--- config.mk ---
export PLATFORM = sky130hd
export DESIGN_NAME = seven_segment_scan_driver
export DESIGN_NICKNAME = d
export VERILOG_FILES = /design/src/hdl/ssd_pkg.sv /design/src/hdl/seven_segment_scan_driver.sv /design/src/hdl/ssd_front.sv /design/src/hdl/ssd_queue.sv /design/src/hdl/ssd_serializer.sv
export VERILOG_INCLUDE_DIRS = /design/src /design/src/hdl
export SDC_FILE = /design/constraint.sdc
export NUM_CORES = 1
export LEC_CHECK = 0
export BUFFER_PORTS_ARGS = -buffer_cell sky130_fd_sc_hd__buf_2
export CORE_AREA = 5 5 182 184
export DETAILED_ROUTE_END_ITERATION = 12
export DIE_AREA = 0 0 187 189
export PLACE_DENSITY = 0.75
export SETUP_SLACK_MARGIN = 0.1
export SLEW_MARGIN = 20
export SYNTH_ARGS = -nofsm -noshare
export SYNTH_HDL_FRONTEND = slang
export SYNTH_HIERARCHICAL = 1
export SYNTH_SLANG_ARGS = --single-unit
--- constraint.sdc ---
create_clock -name clock -period 12.1 [get_ports clock]
set_input_delay 2.42 -clock clock [delete_from_list [all_inputs] [get_ports clock]]
set_output_delay 2.42 -clock clock [all_outputs]
set_load 0.005 [all_outputs]
--- src/hdl/seven_segment_scan_driver_defines.svh ---
// Assertion macros shared by the seven-segment scan driver modules.
// No dependencies; the files that check their own logic include this header.
`ifndef SEVEN_SEGMENT_SCAN_DRIVER_DEFINES_SVH
`define SEVEN_SEGMENT_SCAN_DRIVER_DEFINES_SVH
`ifndef SYNTH
// Whenever cond holds at a clock edge, conseq must hold at the same edge.
`define SSD_ASSERT_IMP(label, clk, rst, cond, conseq, msg) \
   label: assert property (@(posedge clk) disable iff (rst) (cond) |-> (conseq)) \
      else $error(msg);
// Whenever cond holds at a clock edge, conseq must hold at the next edge.
`define SSD_ASSERT_NEXT(label, clk, rst, cond, conseq, msg) \
   label: assert property (@(posedge clk) disable iff (rst) (cond) |=> (conseq)) \
      else $error(msg);
`else
`define SSD_ASSERT_IMP(label, clk, rst, cond, conseq, msg)
`define SSD_ASSERT_NEXT(label, clk, rst, cond, conseq, msg)
`endif
`endif

--- src/hdl/ssd_pkg.sv ---
// Types, constants and small lookup functions of the seven-segment scan driver.
// No dependencies; every module of the block imports this package.
`default_nettype none

package ssd_pkg;

   localparam int VALUE_BITS = 16;
   localparam int WORD_BITS  = 16;

   typedef logic [VALUE_BITS-1:0] value_type;
   typedef logic [WORD_BITS-1:0]  word_type;

   // Which decimal digit is shown: scan position minus one.
   typedef enum logic [1:0] {
      SEL_THOUSANDS = 2'd0,
      SEL_HUNDREDS  = 2'd1,
      SEL_TENS      = 2'd2,
      SEL_ONES      = 2'd3
   } digit_sel_type;

   // One finished 16-bit frame moving between the queue and its neighbors.
   typedef struct packed {
      logic     valid;
      word_type word;
   } frame_type;

   localparam logic [2:0] POS_FIRST = 3'd1;
   localparam logic [2:0] POS_LAST  = 3'd4;

   localparam logic [7:0] SEG_DP_ON_MASK = 8'h7F;
   localparam logic [7:0] SEG_DP_OFF_BIT = 8'h80;
   localparam logic [7:0] ENABLE_FIRST   = 8'h08;

   // q / 10 == (q * DIV10_K) >> DIV10_SHIFT for every 16-bit q.
   localparam logic [15:0] DIV10_K     = 16'd52429;
   localparam int          DIV10_SHIFT = 19;

   // Reciprocal multiplier for v / 1000, v / 100, v / 10 and v / 1, exact for 16-bit v.
   function automatic logic [17:0] recip_k(input digit_sel_type sel);
      logic [17:0] k;
      case (sel)
         SEL_THOUSANDS: k = 18'd67109;
         SEL_HUNDREDS:  k = 18'd167773;
         SEL_TENS:      k = 18'd52429;
         SEL_ONES:      k = 18'd1;
         default:       k = 18'd1;
      endcase
      return k;
   endfunction

   function automatic logic [4:0] recip_shift(input digit_sel_type sel);
      logic [4:0] s;
      case (sel)
         SEL_THOUSANDS: s = 5'd26;
         SEL_HUNDREDS:  s = 5'd24;
         SEL_TENS:      s = 5'd19;
         SEL_ONES:      s = 5'd0;
         default:       s = 5'd0;
      endcase
      return s;
   endfunction

   // Active-low segment patterns, decimal point off.
   function automatic logic [7:0] seg_code(input logic [3:0] digit);
      logic [7:0] c;
      case (digit)
         4'd0:    c = 8'hC0;
         4'd1:    c = 8'hF9;
         4'd2:    c = 8'hA4;
         4'd3:    c = 8'hB0;
         4'd4:    c = 8'h99;
         4'd5:    c = 8'h92;
         4'd6:    c = 8'h82;
         4'd7:    c = 8'hF8;
         4'd8:    c = 8'h80;
         4'd9:    c = 8'h90;
         default: c = 8'hC0;
      endcase
      return c;
   endfunction

endpackage

`default_nettype wire

--- src/hdl/seven_segment_scan_driver.sv ---
// Top level of the seven-segment scan driver: front end, frame queue and serializer.
// Depends on ssd_pkg, ssd_front, ssd_queue and ssd_serializer.
//
//   Channel   Direction  Handshake            Payload
//   req_      in         req_push / req_full  req_time_value[15:0]
//   rsp_      out        rsp_pop / rsp_empty  rsp_serial_bit, rsp_latch_after
//
// Every accepted tick yields sixteen beats: the segment byte MSB first, then the
// enable byte MSB first; rsp_latch_after is high on the sixteenth beat only.
// The serializer moves one beat per cycle while the consumer pops every cycle, and it
// reloads on the pop of a tick's last beat, so consecutive ticks stream without a gap. The
// first beat of a tick passes through the three front stages, the queue and the
// serializer's shift register. Reset is synchronous and puts the scan at the first
// digit. While the consumer stalls, the front keeps accepting until its three stages
// and the two-entry queue are full, and then raises req_full.
`default_nettype none

module seven_segment_scan_driver (
   input  wire logic               clock,
   input  wire logic               reset,
   input  wire logic               req_push,
   output logic                    req_full,
   input  wire ssd_pkg::value_type req_time_value,
   output logic                    rsp_empty,
   input  wire logic               rsp_pop,
   output logic                    rsp_serial_bit,
   output logic                    rsp_latch_after
);
   import ssd_pkg::*;

   // Frames leave the front end, wait in the queue and are taken by the serializer.
   frame_type front_frame;
   frame_type queue_frame;
   logic      queue_full;
   logic      queue_take;

   // The front end picks the digit for the current position and encodes it.
   ssd_front u_front (
      .clock          (clock),
      .reset          (reset),
      .req_push       (req_push),
      .req_full       (req_full),
      .req_time_value (req_time_value),
      .frame_full     (queue_full),
      .frame_out      (front_frame)
   );

   // The queue lets the front keep working while a frame is still shifting out.
   ssd_queue u_queue (
      .clock    (clock),
      .reset    (reset),
      .wr_frame (front_frame),
      .full     (queue_full),
      .rd_frame (queue_frame),
      .rd_take  (queue_take)
   );

   // The serializer reloads on the same edge that pops the last beat of a frame,
   // so consecutive frames stream without a gap.
   ssd_serializer u_serializer (
      .clock           (clock),
      .reset           (reset),
      .rd_frame        (queue_frame),
      .rd_take         (queue_take),
      .rsp_empty       (rsp_empty),
      .rsp_pop         (rsp_pop),
      .rsp_serial_bit  (rsp_serial_bit),
      .rsp_latch_after (rsp_latch_after)
   );

endmodule

`default_nettype wire

--- src/hdl/ssd_front.sv ---
// Front end: accepts scan ticks, tracks the scan position and builds the 16-bit frame.
// Depends on ssd_pkg.
`default_nettype none

module ssd_front (
   input  wire logic               clock,
   input  wire logic               reset,
   input  wire logic               req_push,
   output logic                    req_full,
   input  wire ssd_pkg::value_type req_time_value,
   input  wire logic               frame_full,
   output ssd_pkg::frame_type      frame_out
);
   import ssd_pkg::*;

   logic [2:0]    scan_position_ff, scan_position_in;
   logic [2:0]    pos_clamped;
   digit_sel_type sel_now;
   logic          accept;

   // Stage 0: captured tick.
   logic          vld0_ff, vld0_in;
   value_type     v0_ff;
   digit_sel_type sel0_ff;
   // Stage 1: value divided by the place weight.
   logic          vld1_ff, vld1_in;
   logic [15:0]   q1_ff;
   digit_sel_type sel1_ff;
   // Stage 2: the selected decimal digit.
   logic          vld2_ff, vld2_in;
   logic [3:0]    digit2_ff;
   digit_sel_type sel2_ff;

   logic          load1, load2, load0;
   logic [33:0]   prod1;
   logic [31:0]   prod2;
   logic [12:0]   tenth;
   logic [15:0]   tens;
   logic [7:0]    seg_raw, seg, en;

   // Stage k may load when it is empty or its content moves on this cycle.
   assign load2 = !vld2_ff || !frame_full;
   assign load1 = !vld1_ff || load2;
   assign load0 = !vld0_ff || load1;

   assign req_full = !load0;
   assign accept   = req_push && load0;

   // An out-of-range position is treated as the first one.
   assign pos_clamped = (scan_position_ff >= POS_FIRST && scan_position_ff <= POS_LAST) ?
                        scan_position_ff : POS_FIRST;
   assign sel_now     = digit_sel_type'(2'(pos_clamped - POS_FIRST));
   assign scan_position_in = accept ?
                             ((pos_clamped == POS_LAST) ? POS_FIRST : pos_clamped + 3'd1) :
                             scan_position_ff;

   assign vld0_in = load0 ? req_push : vld0_ff;
   assign vld1_in = load1 ? vld0_ff  : vld1_ff;
   assign vld2_in = load2 ? vld1_ff  : vld2_ff;

   assign prod1 = 34'(v0_ff) * 34'(recip_k(sel0_ff));
   assign prod2 = 32'(q1_ff) * 32'(DIV10_K);
   assign tenth = 13'(prod2 >> DIV10_SHIFT);
   assign tens  = 16'({tenth, 3'b000}) + 16'({tenth, 1'b0});

   assign seg_raw = seg_code(digit2_ff);
   assign seg     = (sel2_ff == SEL_THOUSANDS) ? (seg_raw & SEG_DP_ON_MASK) :
                                                 (seg_raw | SEG_DP_OFF_BIT);
   assign en      = ENABLE_FIRST >> sel2_ff;

   assign frame_out.valid = vld2_ff;
   assign frame_out.word  = {seg, en};

   always_ff @(posedge clock) begin
      if (reset) begin
         scan_position_ff <= POS_FIRST;
         vld0_ff          <= 1'b0;
         vld1_ff          <= 1'b0;
         vld2_ff          <= 1'b0;
      end else begin
         scan_position_ff <= scan_position_in;
         vld0_ff          <= vld0_in;
         vld1_ff          <= vld1_in;
         vld2_ff          <= vld2_in;
      end
   end

   always_ff @(posedge clock) begin
      if (accept) begin
         v0_ff   <= req_time_value;
         sel0_ff <= sel_now;
      end
      if (load1) begin
         q1_ff   <= 16'(prod1 >> recip_shift(sel0_ff));
         sel1_ff <= sel0_ff;
      end
      if (load2) begin
         digit2_ff <= 4'(q1_ff - tens);
         sel2_ff   <= sel1_ff;
      end
   end

endmodule

`default_nettype wire

--- src/hdl/ssd_queue.sv ---
// Two-entry frame queue between the front end and the serializer.
// Depends on ssd_pkg and the assertion macro header.
`default_nettype none
`include "seven_segment_scan_driver_defines.svh"

module ssd_queue (
   input  wire logic               clock,
   input  wire logic               reset,
   input  wire ssd_pkg::frame_type wr_frame,
   output logic                    full,
   output ssd_pkg::frame_type      rd_frame,
   input  wire logic               rd_take
);
   import ssd_pkg::*;

   word_type   mem_ff [2];
   logic       wr_ptr_ff, wr_ptr_in;
   logic       rd_ptr_ff, rd_ptr_in;
   logic [1:0] cnt_ff, cnt_in;
   logic       wr, rd;

   assign full  = (cnt_ff == 2'd2);
   assign wr    = wr_frame.valid && !full;
   assign rd    = rd_take && (cnt_ff != 2'd0);

   assign rd_frame.valid = (cnt_ff != 2'd0);
   assign rd_frame.word  = mem_ff[rd_ptr_ff];

   assign wr_ptr_in = wr ? !wr_ptr_ff : wr_ptr_ff;
   assign rd_ptr_in = rd ? !rd_ptr_ff : rd_ptr_ff;
   assign cnt_in    = cnt_ff + 2'(wr) - 2'(rd);

   always_ff @(posedge clock) begin
      if (reset) begin
         wr_ptr_ff <= 1'b0;
         rd_ptr_ff <= 1'b0;
         cnt_ff    <= 2'd0;
      end else begin
         wr_ptr_ff <= wr_ptr_in;
         rd_ptr_ff <= rd_ptr_in;
         cnt_ff    <= cnt_in;
      end
   end

   always_ff @(posedge clock) begin
      if (wr) begin
         mem_ff[wr_ptr_ff] <= wr_frame.word;
      end
   end

   `SSD_ASSERT_IMP(a_cnt_range, clock, reset, 1'b1, cnt_ff != 2'd3, "queue count out of range")
   `SSD_ASSERT_IMP(a_ptrs_full, clock, reset, full, wr_ptr_ff == rd_ptr_ff,
                   "pointers disagree with full")

endmodule

`default_nettype wire

--- src/hdl/ssd_serializer.sv ---
// Back end: shifts each frame out one bit per beat, MSB first, flagging the last bit.
// Depends on ssd_pkg and the assertion macro header.
`default_nettype none
`include "seven_segment_scan_driver_defines.svh"

module ssd_serializer (
   input  wire logic               clock,
   input  wire logic               reset,
   input  wire ssd_pkg::frame_type rd_frame,
   output logic                    rd_take,
   output logic                    rsp_empty,
   input  wire logic               rsp_pop,
   output logic                    rsp_serial_bit,
   output logic                    rsp_latch_after
);
   import ssd_pkg::*;

   logic       busy_ff, busy_in;
   word_type   shift_ff, shift_in;
   logic [3:0] cnt_ff, cnt_in;
   logic       pop_ok, last;

   assign pop_ok  = rsp_pop && busy_ff;
   assign last    = (cnt_ff == 4'hF);
   assign rd_take = rd_frame.valid && (!busy_ff || (pop_ok && last));

   assign rsp_empty       = !busy_ff;
   assign rsp_serial_bit  = shift_ff[WORD_BITS-1];
   assign rsp_latch_after = last;

   always_comb begin
      busy_in  = busy_ff;
      shift_in = shift_ff;
      cnt_in   = cnt_ff;
      if (rd_take) begin
         busy_in  = 1'b1;
         shift_in = rd_frame.word;
         cnt_in   = 4'd0;
      end else if (pop_ok) begin
         if (last) begin
            busy_in = 1'b0;
            cnt_in  = 4'd0;
         end else begin
            shift_in = {shift_ff[WORD_BITS-2:0], 1'b0};
            cnt_in   = cnt_ff + 4'd1;
         end
      end
   end

   always_ff @(posedge clock) begin
      if (reset) begin
         busy_ff <= 1'b0;
         cnt_ff  <= 4'd0;
      end else begin
         busy_ff <= busy_in;
         cnt_ff  <= cnt_in;
      end
   end

   always_ff @(posedge clock) begin
      shift_ff <= shift_in;
   end

   `SSD_ASSERT_IMP(a_idle_cnt, clock, reset, !busy_ff, cnt_ff == 4'd0, "bit count moved while idle")
   `SSD_ASSERT_NEXT(a_mid_frame, clock, reset, pop_ok && !last, busy_ff, "frame ended early")
   `SSD_ASSERT_NEXT(a_drain, clock, reset, pop_ok && last && !rd_frame.valid, !busy_ff,
                    "serializer busy with no frame")

endmodule

`default_nettype wire

## Yosys cells after proc, flatten, opt, wreduce, memory -nomap -nowiden

Memory sizes are Yosys's and may differ from the RTL's. A register that Yosys moved wholly into a read port is not among the register bits.
Cells that the tools add are included.

| word-level totals | value |
|---|---|
| bits in registers | 73 |
| RAM bits | 32 |
| ROM bits | 112 |
| logic and storage cells | 83 |
| memories | 2 |

Memories:

| memory | words | bits a word | read ports | clocked after Yosys merged registers in | wr ports | RTL line | RTL |
|---|---|---|---|---|---|---|---|
| (name not given) | 16 | 7 | 1 | 1 | 0 | ssd_pkg.sv:66 | `case (digit)` |
| u_queue.mem_ff | 2 | 16 | 1 | 1 | 1 | ssd_queue.sv:16 | `word_type mem_ff [2];` |

| operators by class | value |
|---|---|
| add/subtract/negate cells | 7 |
| multiply operators | 2 |
| order comparisons | 2 |
| equal/unequal tests | 7 |
| shifts and indexed selects | 2 |
| muxes and demuxes | 18 |
| reductions and logical operators | 27 |

Operators with widths:

| operator | count |
|---|---|
| $pmux W18 S4 | 1 |
| $mux W16 | 3 |
| $mul A16 B18 Y34 | 1 |
| $shr A34 B5 Y16 | 1 |
| $mul A16 B16 Y22 const B | 1 |
| $pmux W5 S4 | 1 |
| $logic_not A1 Y1 | 8 |
| $mux W4 | 2 |
| $mux W8 | 1 |
| $shr A4 B2 Y8 const A | 1 |
| $logic_and A1 B1 Y1 | 7 |
| $mux W1 | 7 |
| $eq A2 B2 Y1 const B | 3 |
| $mux W3 | 2 |
| $reduce_bool A2 Y1 | 3 |
| $mux W5 | 1 |
| $add A4 B1 Y4 const B | 1 |
| $add A4 B4 Y4 | 1 |
| $eq A4 B4 Y1 const B | 1 |
| $logic_not A2 Y1 | 2 |
| $logic_or A1 B1 Y1 | 4 |
| $reduce_and A2 Y1 | 2 |
| $sub A4 B4 Y4 | 1 |
| $add A3 B1 Y3 const B | 1 |
| other kinds (9) | 9 |

## Logic depth before layout (Yosys ltp)

Gate-level depths: netlist (run 1).

| depth | value |
|---|---|
| depth in word-level cells | 7 |
| gate-level depth with buffers | 30 |
| mapped depth without buffers | 29 |

## Modules after synthesis

The synthesis (run 1) kept the hierarchy.

Modules (own cells, without submodules):

| module | times used | cells each | area each (um^2) |
|---|---|---|---|
| ssd_front | 1 | 1554 | 14549.0 |
| ssd_queue | 1 | 76 | 1388.8 |
| ssd_serializer | 1 | 67 | 982.2 |

## Least setup slack after synthesis (run 1)

OpenSTA, ideal clock, no wires.

| timing | value |
|---|---|
| path kind | register to register |
| start | reg u_front.sel0_ff[0] |
| end | reg u_front.q1_ff[2], data pin |
| setup time | 261 ps |
| arrival | 7320 ps |
| data required time | 11839 ps |
| path slack | 4520 ps |
| cell stages (with the launch flop) | 27 |
| buffers on the path | 4 |
| cell sequence | edfxtp_1 -> inv_1 -> ha_1 -> clkbuf_1 -> clkbuf_1 -> clkbuf_1 -> clkbuf_1 -> nand2_1 -> inv_1 -> nor2_1 -> fa_1 -> fa_1 -> inv_1 -> fa_1 -> fa_1 -> fa_1 -> fa_1 -> ha_1 -> and3_1 -> a21boi_4 -> a2111oi_4 -> a211oi_1 -> or3_4 -> xnor2_2 -> mux2_2 -> o21ai_1 -> a221o_1 |

| on the way | value |
|---|---|
| word-level cells in the longest chain between the ends | 4 |
| elaborated cells on any way between the ends | 9 |
| those cells by class | mul: 1; eq/ne: 3; shift: 1; mux: 3; reduce/logical: 1 |

RTL lines:

| item | RTL line | RTL |
|---|---|---|
| start, declared | ssd_front.sv:24 | `digit_sel_type sel0_ff;` |
| start signal, assigned | ssd_front.sv:91 | `sel0_ff <= sel_now;` |
| $eq A2 B2 Y1, or another cell as far along | ssd_pkg.sv:41, ssd_pkg.sv:53 |  |
| $pmux W18 S4 or $pmux W5 S4 (tied branches) | ssd_pkg.sv:41, ssd_pkg.sv:53 |  |
| $mul A16 B18 Y34 or $mux W5 (tied branches) | ssd_front.sv:61, ssd_front.sv:93 |  |
| $shr A34 B5 Y16 * | ssd_front.sv:94 | `q1_ff <= 16'(prod1 >> recip_shift(sel0_ff));` |
| end signal, assigned | ssd_front.sv:94 |  |
| end, declared | ssd_front.sv:27 | `logic [15:0] q1_ff;` |

Every way passes the cells marked *; elsewhere a longest branch is shown, timed or not. The select of a mux whose other input is x is not followed.
A chain may end at the register's enable or synchronous reset.

## Worst setup path after layout (run 1)

| timing | value |
|---|---|
| start | reg u_front.sel0_ff[1] |
| end | reg u_front.q1_ff[13], data pin |

Same word-level chain as after synthesis.

==> qor.txt, run 1 <==
CTS tree - built
Hold Slack - 0.418 ns
IO Port Bufs - 23
cell taking the most area after synthesis - fa_1
Antenna Cells - 0
hold buffer count at CTS - 0
Top Ports - 24
max-slew violation count - 0
fin nets - 2188
Setup Buffers After CTS - 0
final instance area - 17900 sq um
top-area cell type share of the netlist area - 0.280
FMAX - 125 MHz
GP Congestion - 0.963
Syn Inst Count - 1697
critical path data required time - 12.24 ns
Top FF cell, synth - edfxtp_1
most frequent cells after synthesis - inv_1, fa_1, ha_1, nand2_1, edfxtp_1
worst hold path type - register to register
Clk Latency, worst-skew pair - 0.43 ns
Root Buffer - clkbuf_16
die width - 187 um
Setup crit start kind - register
Routed Antenna Nets - 0
most frequent cell after synthesis - inv_1
core area - 31200 sq um
Final Hold Viols - 0
largest net degree at the start of global routing - 70
CP endpoint kind - register
row cnt - 65
final setup vio count - 0
critical path class - register to register
Routed WL - 38.4 mm
synth warn - 6
initial antenna violation count - 0
relative slew slack - 0.281
post-layout min period - 8.01 ns
TNS Setup - 0 ns
TritonCTS Sinks - 113
routed via count - 11800
post-synth cell types - 91
top post-synthesis cells by area - fa_1, ha_1, edfxtp_1
largest fanout on the critical path - 24
H-tree levels - 4
fin crit share - 0.662
Async SR Flop Fraction - 0
fraction of layout cells with a size suffix above 1 - 0.0667
vias in the first global route - 12500
clk_skew - 0.0137 ns
GRT overflow - 0
status - completed
slew of the pin with the lowest slew margin - 1.08 ns
Global Route Usage Sum - 0.225
vias per inst - 5.58
Critical Path AT - 8.16 ns
first-pass GRT wire length - 63.5 mm
sequential area share after synthesis - 0.187
Resized Gates After CTS - 0
drt drc - 0
total CTS buffers - 17
die area - 35300 sq um
Initial Util - 0.542
drt first-iter violations - 885
Max clock buf depth - 2
fin util - 0.574
Die H - 189 um
RSZ-0062 raised after global routing - no
Initial DRT Pass Iterations - 5
Synth Cell Area - 16900 sq um
dpl cell area - 17300 sq um
Detailed Place HPWL - 31.8 mm
number of synthesized flops with an enable pin - 90
flops & latches, synth - 113
DR WL/cell - 18.2 um
Max-cap violations - 0
area grow syn2layout - 5.96%
clk slew on worst S/H paths - 0.06 ns
synthesized area per cell - 9.97 sq um
-- cell usage in the layout (no fill, tap or decap), types with 27 or more instances in the layout --
| cell | count |
|---|---|
| inv_1 | 415 |
| fa_1 | 237 |
| ha_1 | 233 |
| nand2_1 | 114 |
| edfxtp_1 | 90 |
| nor2_1 | 51 |
| a21oi_1 | 47 |
| o21ai_0 | 38 |
| xnor2_1 | 28 |
| and2_1 | 27 |
-- registers in the layout, indices dropped and copies added, names as in the netlist, 2 cells and up, named ones only --
signal and cells:
u_front/q1_ff 16, u_front/scan_position_ff 3, u_front/sel2_ff 2, u_serializer/cnt_ff 4
u_queue/cnt_ff 2, u_front/seg_raw 7, u_queue/mem_ff 32, u_front/v0_ff 16
u_front/sel0_ff 2, u_front/sel1_ff 2, u_serializer/shift_ff 16, u_front/digit2_ff 4
-- critical path, stage by stage, from the launching register on --
cell	delay (ns)
edfxtp_1	0.42
inv_1	0.12
ha_1	0.87
nand2_1	0.31
inv_1	0.18
or2_2	0.14
fa_1	0.40
inv_1	0.08
fa_1	0.44
fa_1	0.52
fa_1	0.52
fa_1	0.55
inv_1	0.05
fa_1	0.47
ha_1	0.45
nand2_1	0.12
o21ai_0	0.51
a21oi_1	0.12
a211oi_1	0.41
or3_4	0.25
a31oi_4	0.10
xnor2_2	0.17
a22oi_1	0.36
o221ai_1	0.19
-- final timing paths --
kind | start | end | slack, ns | depth (start not counted)
max | u_front/sel0_ff[1] | u_front/q1_ff[13] | 4.09 | 23
min | u_front/sel1_ff[1] | u_front/sel2_ff[1] | 0.42 | 0
max reg2reg | u_front/sel0_ff[1] | u_front/q1_ff[13] | 4.09 | 23
min reg2reg | u_front/sel1_ff[1] | u_front/sel2_ff[1] | 0.42 | 0
-- through the flow --
step           worst slack, ns  instances
6_report                  4.09       2111
5_1_grt                   3.65       2111
4_1_cts                   4.12       2111
3_5_place_dp              4.13       2079
3_3_place_gp              4.36       2079
2_1_floorplan             4.52       1700
-- layout make-up --
type                            count  area (sq um)
Fill cell                        2687         13300
Inverter                          416          1560
Clock inverter                     13           160
Multi-Input combinational cell   1120         11900
Clock buffer                       19           443
Tap cell                          402           503
Sequential cell                   113          3160
Timing Repair Buffer               28           153
-- routing by layer --
metal,global-route usage,wire length (um)
met4,0.0714,1160
met5,0,0
met2,0.393,19200
met3,0.0419,2200
met1,0.285,15800
-- logic make-up (layout without fill, tap and decap cells) --
logic type,Yosys count,in the layout,share of synthesized area
AO/OA/AOI/OAI,236,236,0.0999
AND/OR/NAND/NOR,307,307,0.0898
flip-flops,113,113,0.187
adder cells (fa/ha/maj),472,472,0.454
buffers and inverters,467,476,0.108
multiplexers,51,51,0.0342
other,1,4,0.000222
XOR/XNOR,50,50,0.0268
Power of run 1 is left out: the tool's default activity adds up to more than one toggle a clock period on the data nets, which glitch-free logic cannot reach.
==> run 2, diff against run 1 <==
ABC_AREA = 1   (was not set)
CORE_AREA = 5 5 184 186   (was 5 5 182 184)
DIE_AREA = 0 0 189 191   (was 0 0 187 189)
PLACE_DENSITY = 0.76   (was 0.75)
clock period = 8 ns   (was 12.1 ns; I/O delays follow)
==> run 2 against run 1 <==
  * Non-clock buffer count up 6
  * Final area rose by 3.0%
  * Sequential cell count unchanged
==> qor.txt, run 2 <==
status - completed
Async SR Flop Fraction - 0 (unchanged)
most used cell, CP - fa_1
Resized Gates After CTS - 0 (unchanged)
register with the most flip-flops - u_queue/mem_ff
crit path buf inv count - 6 (+2)
H-tree levels - 4 (unchanged)
synthesized area per cell - 8.45 sq um (-15%)
fraction of layout cells with a size suffix above 1 - 0.0636 (-0.00313)
post-layout min period - 7.10 ns (-0.918 ns)
Root Buffer - clkbuf_16
flops & latches, synth - 113 (unchanged)
Die H - 191 um (+1.1%)
number of synthesized flops with an enable pin - 90 (unchanged)
fin nets - 2571 (+18%)
Syn Inst Count - 2058 (+21%)
Initial DRT Pass Iterations - 8 (+3)
Max clock buf depth - 2 (unchanged)
max-slew violation count - 0 (unchanged)
post-synth cell types - 49 (-46%)
relative slew slack - 0.374 (+0.0927)
CP endpoint kind - register
final instance area - 18500 sq um (+3.0%)
initial antenna violation count - 0 (unchanged)
Setup Buffers After CTS - 0 (unchanged)
Clk Latency, worst-skew pair - 0.44 ns (about the same)
hold buffer count at CTS - 0 (unchanged)
clk slew on worst S/H paths - 0.06 ns (about the same)
core area - 32100 sq um (+2.9%)
most frequent cell after synthesis - inv_1
first-pass GRT wire length - 72.5 mm (+14%)
GRT overflow - 0 (unchanged)
number of flip-flops in the largest register - 32 (unchanged)
dpl cell area - 17900 sq um (+3.3%)
Top Ports - 24 (unchanged)
row cnt - 66 (+1.5%)
routed via count - 13400 (+13%)
TritonCTS Sinks - 113 (unchanged)
Initial Util - 0.541 (-0.000734)
die width - 189 um (+1.1%)
largest net degree at the start of global routing - 35 (-50%)
top post-synthesis cells by area - fa_1, ha_1, edfxtp_1
Top FF cell, synth - edfxtp_1
RSZ-0062 raised after global routing - no
most frequent cells in the layout - inv_1, nand2_1, fa_1
critical path class - register to register
Routed WL - 44.6 mm (+16%)
Slowest-stage cell, CP - fa_1
crit-path max cell delay - 0.58 ns (-0.29 ns)
total CTS buffers - 17 (unchanged)
TNS Setup - 0 ns (unchanged)
CTS tree - built
drt drc - 0 (unchanged)
GP Congestion - 1.01 (+4.6%)
synth warn - 6 (unchanged)
Max-cap violations - 0 (unchanged)
cell count after placement - 2468 (+19%)
final setup vio count - 0 (unchanged)
Detailed Place HPWL - 38.1 mm (+20%)
DR WL/cell - 17.8 um (-1.9%)
Routed Antenna Nets - 0 (unchanged)
fin util - 0.575 (+0.000666)
Setup crit start kind - register
cell taking the most area after synthesis - fa_1
top cell family by delay on the critical path - adder cells
slew of the pin with the lowest slew margin - 0.938 ns (-0.140 ns)
Antenna Cells - 0 (unchanged)
die area - 36100 sq um (+2.1%)
vias in the first global route - 14100 (+12%)
most common cell after layout, fill and taps aside - inv_1
worst hold path type - register to register
fin crit share - 0.887 (+0.225)
vias per inst - 5.34 (-4.3%)
sequential area share after synthesis - 0.182 (-0.00495)
top-area cell type share of the netlist area - 0.273 (-0.00743)
Synth Cell Area - 17400 sq um (+2.7%)
final non-filler cell total - 2500 (+18%)
FMAX - 141 MHz (+13%)
largest fanout on the critical path - 19 (-21%)
Final Hold Viols - 0 (unchanged)
clk_skew - 0.0136 ns (-0.000120 ns)
Global Route Usage Sum - 0.257 (+0.0324)
area grow syn2layout - 6.23%
critical path data required time - 8.19 ns (-4.05 ns)
Critical Path AT - 7.28 ns (-0.88 ns)
most frequent cells after synthesis - inv_1, nand2_1, fa_1, ha_1, nand3_1
drt first-iter violations - 900 (+1.7%)
IO Port Bufs - 23 (unchanged)
[run 2: changes by cell type after synthesis, sizes merged, moves of 22 or more]
cell    delta
a211oi    -22
and2      -29
inv      +142
nand2    +296
nand3    +129
nand4     +28
nor2      +62
xnor2     -24
[run 2: metrics by stage]
stage / setup WS (ns) / hold WS, ns
final: 0.904 / 0.422
after floorplan: 1.65 / 0.400
after global placement: 1.04 / 0.406
after global routing: 0.557 / 0.437
after CTS: 0.941 / 0.428
after detailed placement: 0.928 / 0.415
[run 2: area by class of cell]
class	instances	area, sq um
Clock inverter	14	130
Sequential cell	113	3160
Inverter	558	2090
Timing Repair Buffer	34	198
Multi-Input combinational cell	1355	11900
Tap cell	408	510
Fill cell	2867	13700
Clock buffer	18	429
[run 2: final timing paths]
path	start	end	slack, ns	cells past startpoint
min reg2reg	u_front/seg_raw[2]	u_queue/mem_ff[0][10]	0.42	0
max reg2reg	u_front/sel0_ff[0]	u_front/q1_ff[15]	0.90	27
min	u_front/seg_raw[2]	u_queue/mem_ff[0][10]	0.42	0
max	u_front/sel0_ff[0]	u_front/q1_ff[15]	0.90	27
[run 2: cells by family (layout without fill, tap and decap cells)]
| logic type | count (synthesis) | in the layout | synth area share |
|---|---|---|---|
| flops | 113 | 113 | 0.182 |
| buf+inv | 593 | 624 | 0.132 |
| fa+ha+maj | 472 | 472 | 0.442 |
| other cells | 1 | 4 | 0.000216 |
| simple gates | 719 | 719 | 0.182 |
| mux | 16 | 16 | 0.0125 |
| compound gates | 130 | 130 | 0.0423 |
| xor+xnor | 14 | 14 | 0.00706 |
[run 2: worst register-to-register path: cells and delay by family (launching register included)]
kind,cells,cell delay (ns)
fa+ha+maj,8,3.59
simple gates,10,1.03
buf+inv,6,1.00
compound gates,3,0.80
flops,1,0.43
[run 2: metal layers]
layer  part of all wire  wire length (um)  GRT usage
met5                  0                 0          0
met4              0.060              2680      0.140
met3              0.040              1800     0.0292
met2               0.51             22800      0.468
met1               0.39             17300      0.297
Power of run 2 is left out for the same reason.
==> run 3, diff against run 2 <==
BUFFER_PORTS_ARGS = not set   (was -buffer_cell sky130_fd_sc_hd__buf_2)
CORE_AREA = 5 5 215 217   (was 5 5 184 186)
CTS_CLUSTER_DIAMETER = 200   (was not set)
DIE_AREA = 0 0 220 222   (was 0 0 189 191)
DONT_BUFFER_PORTS = 1   (was not set)
PLACE_DENSITY = 0.59   (was 0.76)
==> run 3 against run 2 <==
  * Global-route usage decreased by 7.1 points
  * Critical path depth rose by 2
  * Clock skew is 0.0044 ns higher
  * First-iteration DRC count shrank 21%
  * Final area grew 0.81%
==> qor.txt, run 3 (same netlist as run 2, synthesis figures left out) <==
slew of the pin with the lowest slew margin - 1.12 ns (+0.182 ns)
GRT overflow - 0 (unchanged)
CP endpoint kind - register
drt first-iter violations - 712 (-21%)
Resized Gates After CTS - 0 (unchanged)
first-pass GRT wire length - 71.0 mm (-2.2%)
met3 WL - 1.56 mm (-13%)
footprint of the multi-input gates - 11900 sq um (unchanged)
final setup vio count - 0 (unchanged)
area grow syn2layout - 7.08%
top sig layer - met4
routed via count - 13000 (-2.6%)
Slowest-stage cell, CP - fa_1
H-tree levels - 4 (unchanged)
clk slew on worst S/H paths - 0.06 ns (about the same)
register with the most flip-flops - u_queue/mem_ff
Top Ports - 24 (unchanged)
fin nets - 2547 (-0.93%)
critical path class - register to register
Initial Util - 0.396 (-0.145)
Register Area - 3160 sq um (unchanged)
vias in the first global route - 13600 (-3.8%)
Final Hold Viols - 0 (unchanged)
Routed WL - 44.1 mm (-1.0%)
largest fanout on the critical path - 18 (-1)
fraction of layout cells with a size suffix above 1 - 0.0542 (-0.00942)
TNS Setup - 0 ns (unchanged)
top cell family by delay on the critical path - adder cells
TritonCTS Sinks - 113 (unchanged)
Setup Buffers After CTS - 0 (unchanged)
relative slew slack - 0.250 (-0.123)
row cnt - 77 (+17%)
Antenna Cells - 0 (unchanged)
Hold Slack - 0.422 ns (+0.000402 ns)
critical path data required time - 8.19 ns (about the same)
total CTS buffers - 17 (unchanged)
Critical Path AT - 7.30 ns (+0.02 ns)
largest net degree at the start of global routing - 35 (unchanged)
clk_skew - 0.0180 ns (+0.00444 ns)
post-layout min period - 7.10 ns (+0.00850 ns)
GP Congestion - 1.02 (+1.4%)
number of flip-flops in the largest register - 32 (unchanged)
most common cell after layout, fill and taps aside - inv_1
Initial DRT Pass Iterations - 5 (-3)
Setup crit start kind - register
crit path buf inv count - 7 (+1)
initial antenna violation count - 0 (unchanged)
Routed Antenna Nets - 0 (unchanged)
most frequent cells in the layout - inv_1, nand2_1, fa_1
Met2 Wirelength - 22.5 mm (-1.2%)
Max clock buf depth - 2 (unchanged)
drt drc - 0 (unchanged)
Detailed Place HPWL - 38.1 mm (+0.18%)
status - completed
Clk Latency, worst-skew pair - 0.46 ns (+0.02 ns)
die width - 220 um (+16%)
crit-path max cell delay - 0.58 ns (about the same)
vias per inst - 4.89 (-8.4%)
fin crit share - 0.888 (+0.00106)
Max-cap violations - 0 (unchanged)
RSZ-0062 raised after global routing - no
max-slew violation count - 0 (unchanged)
CTS tree - built
Die H - 222 um (+16%)
Root Buffer - clkbuf_16
Filler Cell Count - 4392 (+53%)
worst hold path type - register to register
core area - 43900 sq um (+37%)
FMAX - 141 MHz (-0.12%)
Global Route Usage Sum - 0.187 (-0.0707)
DR WL/cell - 16.6 um (-7.0%)
hold buffer count at CTS - 0 (unchanged)
IO Port Bufs - 0 (-100%)
die area - 48800 sq um (+35%)
wl on met1 - 18.6 mm (+7.1%)
run 3: routing by layer:
layer,vias to the layer above,GRT usage
li1,6336,-
met1,6280,0.229
met2,306,0.328
met3,96,0.0320
met4,0,0.0670
met5,-,0
run 3: through the flow:
step / std cells / utilization / setup slack (ns) / instance area, sq um
6_report: 2660 / 0.424 / 0.896 / 18600
5_1_grt: 2660 / 0.424 / 0.429 / 18600
4_1_cts: 2660 / 0.424 / 0.950 / 18600
3_5_place_dp: 2628 / 0.410 / 0.987 / 18000
3_3_place_gp: 2628 / 0.410 / 1.05 / 18000
2_1_floorplan: 2061 / - / 1.65 / 17400
run 3: worst paths after layout:
kind / slack [ns] / depth (start not counted) / start / endpoint
setup reg to reg: 0.90 / 29 / u_front/sel0_ff[1] / u_front/q1_ff[13]
setup / recovery: 0.90 / 29 / u_front/sel0_ff[1] / u_front/q1_ff[13]
hold / removal: 0.42 / 0 / u_front/seg_raw[3] / u_queue/mem_ff[1][11]
hold reg to reg: 0.42 / 0 / u_front/seg_raw[3] / u_queue/mem_ff[1][11]
run 3: area by class of cell:
type                            count  area share
Multi-Input combinational cell   1355       0.641
Sequential cell                   113       0.170
Inverter                          558       0.113
Tap cell                          592      0.0398
Clock buffer                       17      0.0229
Clock inverter                     15     0.00941
Timing Repair Buffer               10     0.00403
Power of run 3 is left out for the same reason.
